==> src/bvl_pkg.sv <==
`default_nettype none
package bvl_pkg;

   localparam int DEPTH_DEFAULT = 32;
   localparam int VALUE_W       = 32;
   localparam int REQ_W         = 2;
   localparam int RSP_CNT_W     = 6;

   typedef enum logic [REQ_W-1:0] {
      REQ_INSERT       = 2'd0,
      REQ_REMOVE_FIRST = 2'd1,
      REQ_REMOVE_ALL   = 2'd2
   } req_code_type;

   typedef enum logic [1:0] {
      ST_IDLE,
      ST_RUN,
      ST_FINISH
   } ctrl_state_type;

   typedef struct packed {
      logic load;
      logic issue;
      logic finish;
   } ctrl_cmd_type;

   typedef struct packed {
      logic scan_done;
      logic rd_pend;
   } dp_status_type;

endpackage
`default_nettype wire

==> src/bvl_ctrl.sv <==
`default_nettype none
module bvl_ctrl (
   input  wire logic                 clock,
   input  wire logic                 reset,
   input  wire logic                 start,
   output logic                      busy,
   input  wire bvl_pkg::dp_status_type status,
   output bvl_pkg::ctrl_cmd_type     cmd
);
   import bvl_pkg::*;

   ctrl_state_type state_ff;
   ctrl_state_type state_in;

   always_ff @(posedge clock) begin
      if (reset) begin
         state_ff <= ST_IDLE;
      end else begin
         state_ff <= state_in;
      end
   end

   always_comb begin
      state_in   = state_ff;
      cmd        = '0;
      busy       = 1'b1;
      unique case (state_ff)
         ST_IDLE: begin
            busy = 1'b0;
            if (start) begin
               cmd.load = 1'b1;
               state_in = ST_RUN;
            end
         end
         ST_RUN: begin
            cmd.issue = 1'b1;
            // wait for the last read to be processed
            if (status.scan_done && !status.rd_pend) begin
               state_in = ST_FINISH;
            end
         end
         ST_FINISH: begin
            cmd.finish = 1'b1;
            state_in   = ST_IDLE;
         end
         default: begin
            state_in = ST_IDLE;
         end
      endcase
   end

endmodule
`default_nettype wire

==> src/bvl_datapath.sv <==
`default_nettype none
module bvl_datapath #(
   parameter int DEPTH = bvl_pkg::DEPTH_DEFAULT
) (
   input  wire logic                                clock,
   input  wire logic                                reset,
   input  wire logic [bvl_pkg::REQ_W-1:0]           req_type,
   input  wire logic signed [bvl_pkg::VALUE_W-1:0]  req_value,
   input  wire bvl_pkg::ctrl_cmd_type               cmd,
   output bvl_pkg::dp_status_type                   status,
   output logic                                     rsp_valid,
   output logic                                     rsp_ok,
   output logic [bvl_pkg::RSP_CNT_W-1:0]            rsp_removed_count,
   output logic [bvl_pkg::RSP_CNT_W-1:0]            rsp_size,
   output logic                                     rsp_is_empty,
   output logic                                     rsp_is_full,
   output logic signed [bvl_pkg::VALUE_W-1:0]       rsp_min_value
);
   import bvl_pkg::*;

   localparam int AW = $clog2(DEPTH);
   localparam int CW = $clog2(DEPTH + 1);
   localparam logic [CW-1:0] FULL_CNT = CW'(DEPTH);

   logic [VALUE_W-1:0] mem [DEPTH];

   logic [CW-1:0]              count_ff, count_in;
   logic [CW-1:0]              idx_ff, idx_in;
   logic [CW-1:0]              w_ff, w_in;
   logic [CW-1:0]              removed_ff, removed_in;
   logic [REQ_W-1:0]           op_ff, op_in;
   logic signed [VALUE_W-1:0]  val_ff, val_in;
   logic signed [VALUE_W-1:0]  carry_ff, carry_in;
   logic signed [VALUE_W-1:0]  min_ff, min_in;
   logic                       have_min_ff, have_min_in;
   logic                       found_ff, found_in;
   logic                       rd_pend_ff, rd_pend_in;
   logic signed [VALUE_W-1:0]  rd_data_ff;

   logic                       rsp_valid_ff, rsp_valid_in;
   logic                       rsp_ok_ff, rsp_ok_in;
   logic [RSP_CNT_W-1:0]       rsp_removed_ff, rsp_removed_in;
   logic [RSP_CNT_W-1:0]       rsp_size_ff, rsp_size_in;
   logic                       rsp_empty_ff, rsp_empty_in;
   logic                       rsp_full_ff, rsp_full_in;
   logic signed [VALUE_W-1:0]  rsp_min_ff, rsp_min_in;

   logic                       insert_ok;
   logic                       is_remove;
   logic                       rd_issue;
   logic                       drop;
   logic                       keep;
   logic                       wr_en;
   logic [CW-1:0]              wr_addr;
   logic [VALUE_W-1:0]         wr_data;

   assign insert_ok = (op_ff == REQ_INSERT) && (count_ff < FULL_CNT);
   assign is_remove = (op_ff == REQ_REMOVE_FIRST) || (op_ff == REQ_REMOVE_ALL);
   assign rd_issue  = cmd.issue && (idx_ff < count_ff);

   // remove-first drops only the first match, remove-all drops every match
   assign drop = rd_pend_ff && (rd_data_ff == val_ff) &&
                 ((op_ff == REQ_REMOVE_ALL) || ((op_ff == REQ_REMOVE_FIRST) && !found_ff));
   assign keep = rd_pend_ff && !drop;

   assign status.scan_done = (idx_ff >= count_ff);
   assign status.rd_pend   = rd_pend_ff;

   always_comb begin
      wr_en   = 1'b0;
      wr_addr = w_ff;
      wr_data = carry_ff;
      priority if (cmd.finish && insert_ok) begin
         // tail entry of the shift moves into the new last slot
         wr_en   = 1'b1;
         wr_addr = count_ff;
      end else if (rd_pend_ff && insert_ok) begin
         wr_en = 1'b1;
      end else if (keep && is_remove) begin
         wr_en   = 1'b1;
         wr_data = rd_data_ff;
      end else begin
         wr_en = 1'b0;
      end
   end

   always_ff @(posedge clock) begin
      if (wr_en) begin
         mem[wr_addr[AW-1:0]] <= wr_data;
      end
      if (rd_issue) begin
         rd_data_ff <= mem[idx_ff[AW-1:0]];
      end
   end

   always_comb begin
      count_in       = count_ff;
      idx_in         = idx_ff;
      w_in           = w_ff;
      removed_in     = removed_ff;
      op_in          = op_ff;
      val_in         = val_ff;
      carry_in       = carry_ff;
      min_in         = min_ff;
      have_min_in    = have_min_ff;
      found_in       = found_ff;
      rd_pend_in     = rd_issue;
      rsp_valid_in   = cmd.finish;
      rsp_ok_in      = rsp_ok_ff;
      rsp_removed_in = rsp_removed_ff;
      rsp_size_in    = rsp_size_ff;
      rsp_empty_in   = rsp_empty_ff;
      rsp_full_in    = rsp_full_ff;
      rsp_min_in     = rsp_min_ff;

      if (cmd.load) begin
         idx_in      = '0;
         w_in        = '0;
         removed_in  = '0;
         found_in    = 1'b0;
         op_in       = req_type;
         val_in      = req_value;
         carry_in    = req_value;
         min_in      = req_value;
         have_min_in = (req_type == REQ_INSERT) && (count_ff < FULL_CNT);
      end

      if (rd_issue) begin
         idx_in = idx_ff + CW'(1);
      end

      if (rd_pend_ff) begin
         carry_in = rd_data_ff;
         if (keep) begin
            w_in = w_ff + CW'(1);
            if (!have_min_ff || (rd_data_ff < min_ff)) begin
               min_in      = rd_data_ff;
               have_min_in = 1'b1;
            end
         end else begin
            removed_in = removed_ff + CW'(1);
            found_in   = 1'b1;
         end
      end

      if (cmd.finish) begin
         priority if (insert_ok) begin
            count_in = count_ff + CW'(1);
         end else if (is_remove) begin
            count_in = w_ff;
         end else begin
            count_in = count_ff;
         end
         unique case (op_ff)
            REQ_INSERT:       rsp_ok_in = insert_ok;
            REQ_REMOVE_FIRST: rsp_ok_in = found_ff;
            REQ_REMOVE_ALL:   rsp_ok_in = (count_ff != '0);
            default:          rsp_ok_in = 1'b0;
         endcase
         rsp_removed_in = RSP_CNT_W'(removed_ff);
         rsp_size_in    = RSP_CNT_W'(count_in);
         rsp_empty_in   = (count_in == '0);
         rsp_full_in    = (count_in == FULL_CNT);
         rsp_min_in     = have_min_ff ? min_ff : '0;
      end
   end

   always_ff @(posedge clock) begin
      if (reset) begin
         count_ff     <= '0;
         rd_pend_ff   <= 1'b0;
         rsp_valid_ff <= 1'b0;
      end else begin
         count_ff     <= count_in;
         rd_pend_ff   <= rd_pend_in;
         rsp_valid_ff <= rsp_valid_in;
      end
   end

   always_ff @(posedge clock) begin
      idx_ff         <= idx_in;
      w_ff           <= w_in;
      removed_ff     <= removed_in;
      op_ff          <= op_in;
      val_ff         <= val_in;
      carry_ff       <= carry_in;
      min_ff         <= min_in;
      have_min_ff    <= have_min_in;
      found_ff       <= found_in;
      rsp_ok_ff      <= rsp_ok_in;
      rsp_removed_ff <= rsp_removed_in;
      rsp_size_ff    <= rsp_size_in;
      rsp_empty_ff   <= rsp_empty_in;
      rsp_full_ff    <= rsp_full_in;
      rsp_min_ff     <= rsp_min_in;
   end

   assign rsp_valid         = rsp_valid_ff;
   assign rsp_ok            = rsp_ok_ff;
   assign rsp_removed_count = rsp_removed_ff;
   assign rsp_size          = rsp_size_ff;
   assign rsp_is_empty      = rsp_empty_ff;
   assign rsp_is_full       = rsp_full_ff;
   assign rsp_min_value     = rsp_min_ff;

   a_count_bound: assert property (@(posedge clock) disable iff (reset)
      count_ff <= FULL_CNT)
      else $error("entry count beyond depth");

   a_read_in_list: assert property (@(posedge clock) disable iff (reset)
      rd_pend_ff |-> ($past(idx_ff) < count_ff))
      else $error("read outside the stored list");

   a_write_in_list: assert property (@(posedge clock) disable iff (reset)
      wr_en |-> (wr_addr <= count_ff) && (wr_addr < FULL_CNT))
      else $error("write beyond list end");

endmodule
`default_nettype wire

==> src/bounded_value_list_top.sv <==
// channel   | ports                                        | handshake
// ----------+----------------------------------------------+-----------------------------
// request   | req_type, req_value                          | taken when start & !busy
// response  | rsp_ok, rsp_removed_count, rsp_size,         | rsp_valid high for one cycle
//           | rsp_is_empty, rsp_is_full, rsp_min_value     |
//
// a transaction runs from acceptance through one memory read per stored entry
// of the list as it was before the request, then one drain, one end-of-scan
// check, one finish and one response step; the next request can be taken
// in the response step. an empty list skips the reads and the drain.
// busy drops in the same cycle as the response shows.
// synchronous reset empties the list; entry storage is not cleared.
// the receiver cannot stall: each response is held for exactly one cycle.
`default_nettype none
module bounded_value_list_top #(
   parameter int DEPTH = bvl_pkg::DEPTH_DEFAULT
) (
   input  wire logic                                clock,
   input  wire logic                                reset,
   input  wire logic                                start,
   output logic                                     busy,
   input  wire logic [bvl_pkg::REQ_W-1:0]           req_type,
   input  wire logic signed [bvl_pkg::VALUE_W-1:0]  req_value,
   output logic                                     rsp_valid,
   output logic                                     rsp_ok,
   output logic [bvl_pkg::RSP_CNT_W-1:0]            rsp_removed_count,
   output logic [bvl_pkg::RSP_CNT_W-1:0]            rsp_size,
   output logic                                     rsp_is_empty,
   output logic                                     rsp_is_full,
   output logic signed [bvl_pkg::VALUE_W-1:0]       rsp_min_value
);
   import bvl_pkg::*;

   ctrl_cmd_type  cmd;
   dp_status_type status;

   bvl_ctrl u_ctrl (
      .clock  (clock),
      .reset  (reset),
      .start  (start),
      .busy   (busy),
      .status (status),
      .cmd    (cmd)
   );

   bvl_datapath #(
      .DEPTH (DEPTH)
   ) u_datapath (
      .clock             (clock),
      .reset             (reset),
      .req_type          (req_type),
      .req_value         (req_value),
      .cmd               (cmd),
      .status            (status),
      .rsp_valid         (rsp_valid),
      .rsp_ok            (rsp_ok),
      .rsp_removed_count (rsp_removed_count),
      .rsp_size          (rsp_size),
      .rsp_is_empty      (rsp_is_empty),
      .rsp_is_full       (rsp_is_full),
      .rsp_min_value     (rsp_min_value)
   );

endmodule
`default_nettype wire
==> config.mk <==
export PLATFORM = sky130hd
export DESIGN_NAME = bounded_value_list_top
export DESIGN_NICKNAME = d
export VERILOG_FILES = /design/src/bvl_pkg.sv /design/src/bvl_ctrl.sv /design/src/bvl_datapath.sv /design/src/bounded_value_list_top.sv
export SDC_FILE = /design/constraint.sdc
export NUM_CORES = 1
export LEC_CHECK = 0
export BUFFER_PORTS_ARGS = -buffer_cell sky130_fd_sc_hd__buf_2
export CORE_ASPECT_RATIO = 0.6
export CORE_MARGIN = 2
export CORE_UTILIZATION = 56
export DETAILED_ROUTE_END_ITERATION = 6
export GPL_ROUTABILITY_DRIVEN = 1
export PLACE_DENSITY = 0.82
export SYNTH_ARGS = -nofsm -noshare
export SYNTH_HDL_FRONTEND = slang
export SYNTH_SLANG_ARGS = --single-unit
==> constraint.sdc <==
create_clock -name clock -period 4.4 [get_ports clock]
set_clock_uncertainty 0.05 [all_clocks]
set_input_delay 0.44 -clock clock [delete_from_list [all_inputs] [get_ports clock]]
set_output_delay 0.44 -clock clock [all_outputs]
set_load 0.005 [all_outputs]
==> impl_metrics.json, run 1 <==
{
  "ys_warn_count": 0,
  "clkSinkCount": 1231,
  "crit_path_end_kind": "register",
  "power.leakage_nw": 17.5,
  "setup_slack_ps": 91.8,
  "p_per_area_nw_per_um2": 505,
  "synth_top_cell_by_area": "edfxtp_1",
  "placed_cells": 3475,
  "wl_um": 130000,
  "synth_top_area_share_pct": 72.4,
  "cts_tree": "yes",
  "slew_headroom_pct": 5.49,
  "setup_viol": 0,
  "area_delta_synth_final_pct": 12.6,
  "hold_violations": 0,
  "synth_area_um2": 48800,
  "overflow": 0,
  "syn_avg_cell_area_um2": 21.2,
  "fp.dieW_um": 385,
  "ys_top_cells_by_area": "edfxtp_1, mux4_2, dfxtp_1, mux2_2, ha_1",
  "worstHoldPathCells": 1,
  "intPower_mw": 20.5,
  "power_switching_mw": 7.19,
  "antenna_found_initial": 8,
  "grt_setup_unrepaired": "false",
  "dieArea_um2": 89500,
  "clk_latency_ps": 690,
  "grt_pass1_wl_um": 182000,
  "cts-root-buf": "clkbuf_16",
  "ir_worst_vdd_mv": 0.393,
  "post_cts_buffers": 0,
  "worstMarginPinSlew_ps": 1410,
  "clk_transition_reported_paths_ps": 70,
  "pwr-share-seq_pct": 49.9,
  "cts.htree.levels": 3,
  "hold_path_class": "input port to register",
  "place_hpwl_um": 74200,
  "combinationalPowerShare_pct": 16.7,
  "final_cell_mix": "edfxtp_1, mux4_2, clkbuf_16, mux2_2, buf_2",
  "netlist_instances": 2295,
  "max_freq_ghz": 0.232,
  "fin_crit_ps": 4310,
  "hold_path_end": "u_datapath.val_ff[4]$_DFFE_PP_",
  "die_y_um": 233,
  "drt_iter0_markers": 4804,
  "synth_edf_count": 1175,
  "start_kind": "register",
  "drt-pass1-iter-count": 7,
  "wire_per_inst_um": 35.1,
  "io_pins": 86,
  "ys_ff_latch": 1231,
  "vias": 25700,
  "numCtsBuffers": 99,
  "drive_gt1_share_pct": 31.4,
  "status": "finished, final reports clean",
  "place.gp.congestion": 0.916,
  "synth_nets": 2378,
  "row_count": 83,
  "reg2reg_setup_slack_ps": 90,
  "hp-start": "req_value[4]",
  "grt_max_degree": 98,
  "ant_nets": 0,
  "final_cell_count_no_fill": 3709,
  "period_share_pct": 97.9,
  "synthDistinctLibCells": 53,
  "clk_path_buf_depth": 3,
  "fin_util_pct": 63.9,
  "final_common_cell": "edfxtp_1",
  "crit_required_ps": 4720,
  "path_class": "register to register",
  "grt_pass1_vias": 25000,
  "startpoint": "u_datapath.op_ff[0]$_DFFE_PP_",
  "ys.flop_type": "edfxtp_1",
  "finalSetupTns_ps": 0,
  "switching_share_pct": 25.9,
  "reg2reg_from": "u_datapath.op_ff[0]$_DFFE_PP_",
  "clockPowerShare_pct": 33.5,
  "worstReg2RegEnd": "u_datapath.mem[28][31]$_DFFE_PP_",
  "vias_per_cell": 6.92,
  "ys_seq_area_share_pct": 74.7,
  "preCtsSetupSlack_ps": 79.4,
  "layout.nets": 2558,
  "coreArea_um2": 85900,
  "arrival_ps": 4620,
  "grtUsageTotal_pct": 29.0,
  "path_max_fanout": 21,
  "final_max_slew_viol_count": 0,
  "drv_cap": 0,
  "initial_core_util_pct": 56.8,
  "async_flop_share_pct": 0,
  "rr_worst_depth": 8,
  "route.detailed.drc": 0,
  "port-buffer-count": 85
}
==> cell usage after synthesis, types with 2 or more instances <==
cell type and instances:
a211o_1 5, xnor2_1 32, xor2_1 5, a21oi_1 27
nor3_1 4, a31o_2 2, ha_1 46, mux2_2 99
dfxtp_1 56, buf_6 11, o31ai_1 2, clkinv_1 2
o21a_1 4, nand2b_1 8, and2_1 32, buf_4 19
a221oi_1 2, nand3_1 21, o21ai_0 52, mux2_1 13
or3_1 2, or2_2 2, mux2i_1 5, a31oi_1 2
nor4_1 4, nor2_1 52, clkbuf_1 63, a2111oi_0 3
nand4_1 13, buf_1 10, inv_1 51, nor3b_1 4
mux4_2 320, mux2_4 21, a21o_1 4, buf_2 13
a211oi_1 2, nor2b_1 3, and3_1 8, nand2_1 84
edfxtp_1 1175
==> how the worst max path moves through the flow <==
stage	endpoint	slack [ps]	cells after the start
5_1_grt	u_datapath.mem[1][28]$_DFFE_PP_	0.2	8
4_1_cts	u_datapath.mem[16][25]$_DFFE_PP_	50	8
3_5_place_dp	u_datapath.mem[24][5]$_DFFE_PP_	80	8
2_1_floorplan	u_datapath.mem[31][0]$_DFFE_PP_	-3	8
6_report	u_datapath.mem[28][31]$_DFFE_PP_	90	8
3_3_place_gp	u_datapath.mem[17][30]$_DFFE_PP_	240	8
==> layer usage <==
metal | routed length [µm] | up-vias | share of wire (%) | GRT usage (%)
li1 | - | 9779 | - | -
met1 | 47000 | 13200 | 36 | 42.3
met2 | 58500 | 2405 | 45 | 42.2
met3 | 20300 | 310 | 16 | 9.49
met4 | 4410 | 6 | 3.4 | 8.50
met5 | 34 | - | 0.026 | 0
==> logic make-up (layout without fill, tap and decap cells) <==
logic type | after synthesis | count (layout) | share of synthesized area, %
buffers and inverters | 169 | 434 | 1.65
flip-flops | 1231 | 1231 | 74.7
other | 0 | 2 | 0
multiplexers | 458 | 458 | 18.1
AND/OR/NAND/NOR | 241 | 241 | 2.37
XOR/XNOR | 37 | 37 | 0.665
AO/OA/AOI/OAI | 113 | 113 | 1.37
adder cells (fa/ha/maj) | 46 | 46 | 1.18
==> area by class of cell <==
| type | instances | area, µm² |
|---|---|---|
| multi-input combinational | 895 | 11800 |
| antenna | 2 | 5.00 |
| clock inverter | 65 | 698 |
| tap | 1147 | 1440 |
| sequential | 1231 | 36400 |
| timing repair buffer | 195 | 1670 |
| clock buffer | 121 | 2640 |
| inverter | 53 | 200 |
| fill | 5233 | 31000 |
==> sequential cells by signal, indices dropped and copies added, names as in the netlist, 2 cells and up <==
register	flops
u_datapath.min_ff	32
u_datapath.idx_ff	6
u_datapath.removed_ff	6
u_datapath.op_ff	2
u_datapath.carry_ff	32
u_datapath.rd_data_ff	32
u_datapath.count_ff	6
u_datapath.rsp_min_value	32
u_datapath.val_ff	32
u_datapath.mem	1024
u_datapath.rsp_removed_count	6
u_ctrl.state_ff	2
u_datapath.w_ff	6
u_datapath.rsp_size	6
==> repair_timing <==
item | 4_1_cts | 5_1_grt
hold endpoints to repair | 40 | 0
resized for setup | 0 | 0
endpoints found under the setup margin | 0 | 21
hold buffers | 33 | 0
==> power by group through the flow <==
stage	Sequential, mW	Combinational [mW]	Clock [mW]
floorplan	13.9	2.92	0
global placement	14.0	4.25	0
detailed placement	14.1	4.40	0
CTS	13.8	4.50	9.29
global route	13.8	4.81	9.69
finish	13.8	4.62	9.28
==> critical path: stages, from the launching register on <==
cell and delay (ps):
edfxtp_1 440, inv_1 110, ha_1 170, nand2b_1 160, nor2_1 840, mux2_2 470
o21bai_4 290, nor2_4 1010, buf_4 420
==> through the flow <==
step / hold WS [ps] / power [mW] / cell area (µm²)
floorplan: 398 / 16.9 / 48800
global placement: 430 / 18.3 / 50900
detailed placement: 440 / 18.5 / 50900
CTS: 31.2 / 27.6 / 54600
global route: 64.5 / 28.3 / 54900
finish: 81.8 / 27.7 / 54900
No activity file was read; power rests on OpenSTA's default activity.
==> run 2, diff against run 1 <==
--- a/config.mk
+++ b/config.mk
@@ -12,6 +12,7 @@
 export DETAILED_ROUTE_END_ITERATION = 6
 export GPL_ROUTABILITY_DRIVEN = 1
 export PLACE_DENSITY = 0.82
+export REMOVE_ABC_BUFFERS = 1
 export SYNTH_ARGS = -nofsm -noshare
 export SYNTH_HDL_FRONTEND = slang
 export SYNTH_SLANG_ARGS = --single-unit
==> run 2 against run 1 <==
Setup slack improved by 420 ps; count of clock-buffer cells in the layout increased by 5; die area unchanged; flip-flop and latch count unchanged; critical path type unchanged; largest cell class unchanged; largest power group unchanged.
==> impl_metrics.json, run 2 (synthesized netlist as in run 1, its figures left out) <==
{
  "crit_required_ps": 4790,
  "drt-pass1-iter-count": 7,
  "dieArea_um2": 89500,
  "post_cts_buffers": 0,
  "period_share_pct": 88.4,
  "arrival_ps": 4280,
  "switching_share_pct": 25.9,
  "grt_pass1_vias": 25400,
  "power_switching_mw": 7.13,
  "clk_transition_reported_paths_ps": 70,
  "grtUsageTotal_pct": 29.3,
  "port-buffer-count": 85,
  "hp-start": "req_value[20]",
  "cts.htree.levels": 3,
  "status": "finished, final reports clean",
  "clockPowerShare_pct": 33.3,
  "slew_headroom_pct": 21.9,
  "grt_pass1_wl_um": 183000,
  "antenna_found_initial": 11,
  "power.leakage_nw": 17.3,
  "endpoint": "u_datapath.mem[18][15]$_DFFE_PP_",
  "fin_crit_ps": 3890,
  "path_class": "register to register",
  "grt_max_degree": 157,
  "area_delta_synth_final_pct": 12.1,
  "ant_nets": 0,
  "fill_cells": 5394,
  "reg2reg_from": "u_datapath.rd_data_ff[18]$_DFFE_PP_",
  "intPower_mw": 20.4,
  "p_per_area_nw_per_um2": 503,
  "drv_cap": 0,
  "row_count": 83,
  "ir_worst_vdd_mv": 0.505,
  "die_y_um": 233,
  "setup_slack_ps": 509,
  "diodes": 0,
  "worstMarginPinSlew_ps": 1170,
  "wl_um": 128000,
  "setup_viol": 0,
  "clkSinkCount": 1231,
  "pwr-share-seq_pct": 50.4,
  "drive_gt1_share_pct": 30.8,
  "final_cell_mix": "edfxtp_1, mux4_2, clkbuf_16, mux2_2, buf_2",
  "cts-root-buf": "clkbuf_16",
  "grt_setup_unrepaired": "false",
  "preCtsSetupSlack_ps": 679,
  "finalSetupTns_ps": 0,
  "max_freq_ghz": 0.257,
  "largest_reg_flops": 1024,
  "path_max_fanout": 16,
  "startpoint": "u_datapath.rd_data_ff[18]$_DFFE_PP_",
  "numCtsBuffers": 103,
  "combinationalPowerShare_pct": 16.3,
  "clk_latency_ps": 710,
  "cts_tree": "yes",
  "wire_per_inst_um": 34.7,
  "layout.nets": 2542,
  "place.gp.congestion": 0.887,
  "start_kind": "register",
  "coreArea_um2": 85900,
  "io_pins": 86,
  "clk_path_buf_depth": 3,
  "worstReg2RegEnd": "u_datapath.mem[18][15]$_DFFE_PP_",
  "reg2reg_setup_slack_ps": 510,
  "vias_per_cell": 6.78,
  "hold_path_class": "input port to register",
  "final_common_cell": "edfxtp_1",
  "overflow": 0,
  "hold_violations": 0,
  "fp.dieW_um": 385,
  "route.detailed.drc": 0,
  "rr_worst_depth": 7,
  "vias": 25000,
  "place_hpwl_um": 73800,
  "initial_core_util_pct": 56.8,
  "crit_path_end_kind": "register",
  "drt_iter0_markers": 4346,
  "holdWs_ps": 31.1,
  "final_max_slew_viol_count": 0
}
==> run 2: changes by cell type in the layout (fill, tap and decap cells not counted), sizes merged <==
cell / previous run / this run
clkinv: 41 / 45
bufinv: 13 / 9
clkinvlp: 8 / 4
inv: 56 / 59
buf: 162 / 142
clkbuf: 121 / 126
diode: 2 / 0
==> run 2: worst min path at each step <==
stage / endpoint / slack (ps) / cells after the start
floorplan: u_datapath.rsp_removed_count[1]$_DFFE_PP_ / 400 / 0
global placement: u_datapath.rsp_removed_count[1]$_DFFE_PP_ / 410 / 0
detailed placement: u_datapath.rsp_removed_count[5]$_DFFE_PP_ / 430 / 0
CTS: u_datapath.val_ff[29]$_DFFE_PP_ / 6 / 1
global route: u_datapath.val_ff[20]$_DFFE_PP_ / 10 / 1
finish: u_datapath.val_ff[20]$_DFFE_PP_ / 30 / 1
==> run 2: critical path, cell delays in order, from the launching register on <==
cell,delay (ps)
edfxtp_1,470
xnor2_1,350
nand4_1,140
nor4_1,580
a311oi_1,370
o21ai_4,990
nor2_4,340
buf_4,330
==> run 2: area by class of cell <==
class,count,area (µm²),share of cell area [%]
Tap cell,1147,1440,2.63
Clock buffer,126,2710,4.97
Timing Repair Buffer,175,1470,2.69
Clock inverter,64,589,1.08
Multi-Input combinational cell,895,11800,21.6
Sequential cell,1231,36400,66.6
Inverter,53,201,0.369
==> run 2: metal layers <==
metal	global-route usage, %	up-vias	part of all wire [%]
li1	-	9749	-
met1	40.8	13100	36
met2	45.3	1837	47
met3	7.61	292	13
met4	11.0	10	4.2
met5	0	-	0.054
==> run 2: power by group through the flow <==
stage | clock, mW | combinational, mW | sequential (mW)
final | 9.16 | 4.49 | 13.8
after CTS | 9.23 | 4.44 | 13.8
after global placement | 0 | 4.22 | 14.1
after detailed placement | 0 | 4.34 | 14.1
after global routing | 9.65 | 4.72 | 13.9
after floorplan | 0 | 3.07 | 14.4
==> run 2: per-stage QoR <==
step | power (mW) | instances | cell area, µm² | util [%]
2_1_floorplan | 17.4 | 2179 | 48200 | -
3_3_place_gp | 18.3 | 3468 | 51000 | 59.4
3_5_place_dp | 18.4 | 3468 | 51000 | 59.4
4_1_cts | 27.5 | 3691 | 54600 | 63.6
5_1_grt | 28.2 | 3691 | 54600 | 63.6
6_report | 27.5 | 3691 | 54600 | 63.6
==> run 2: repair_timing <==
item	4_1_cts	5_1_grt
hold endpoints to repair	40	0
resized for setup	0	0
hold buffers	33	0
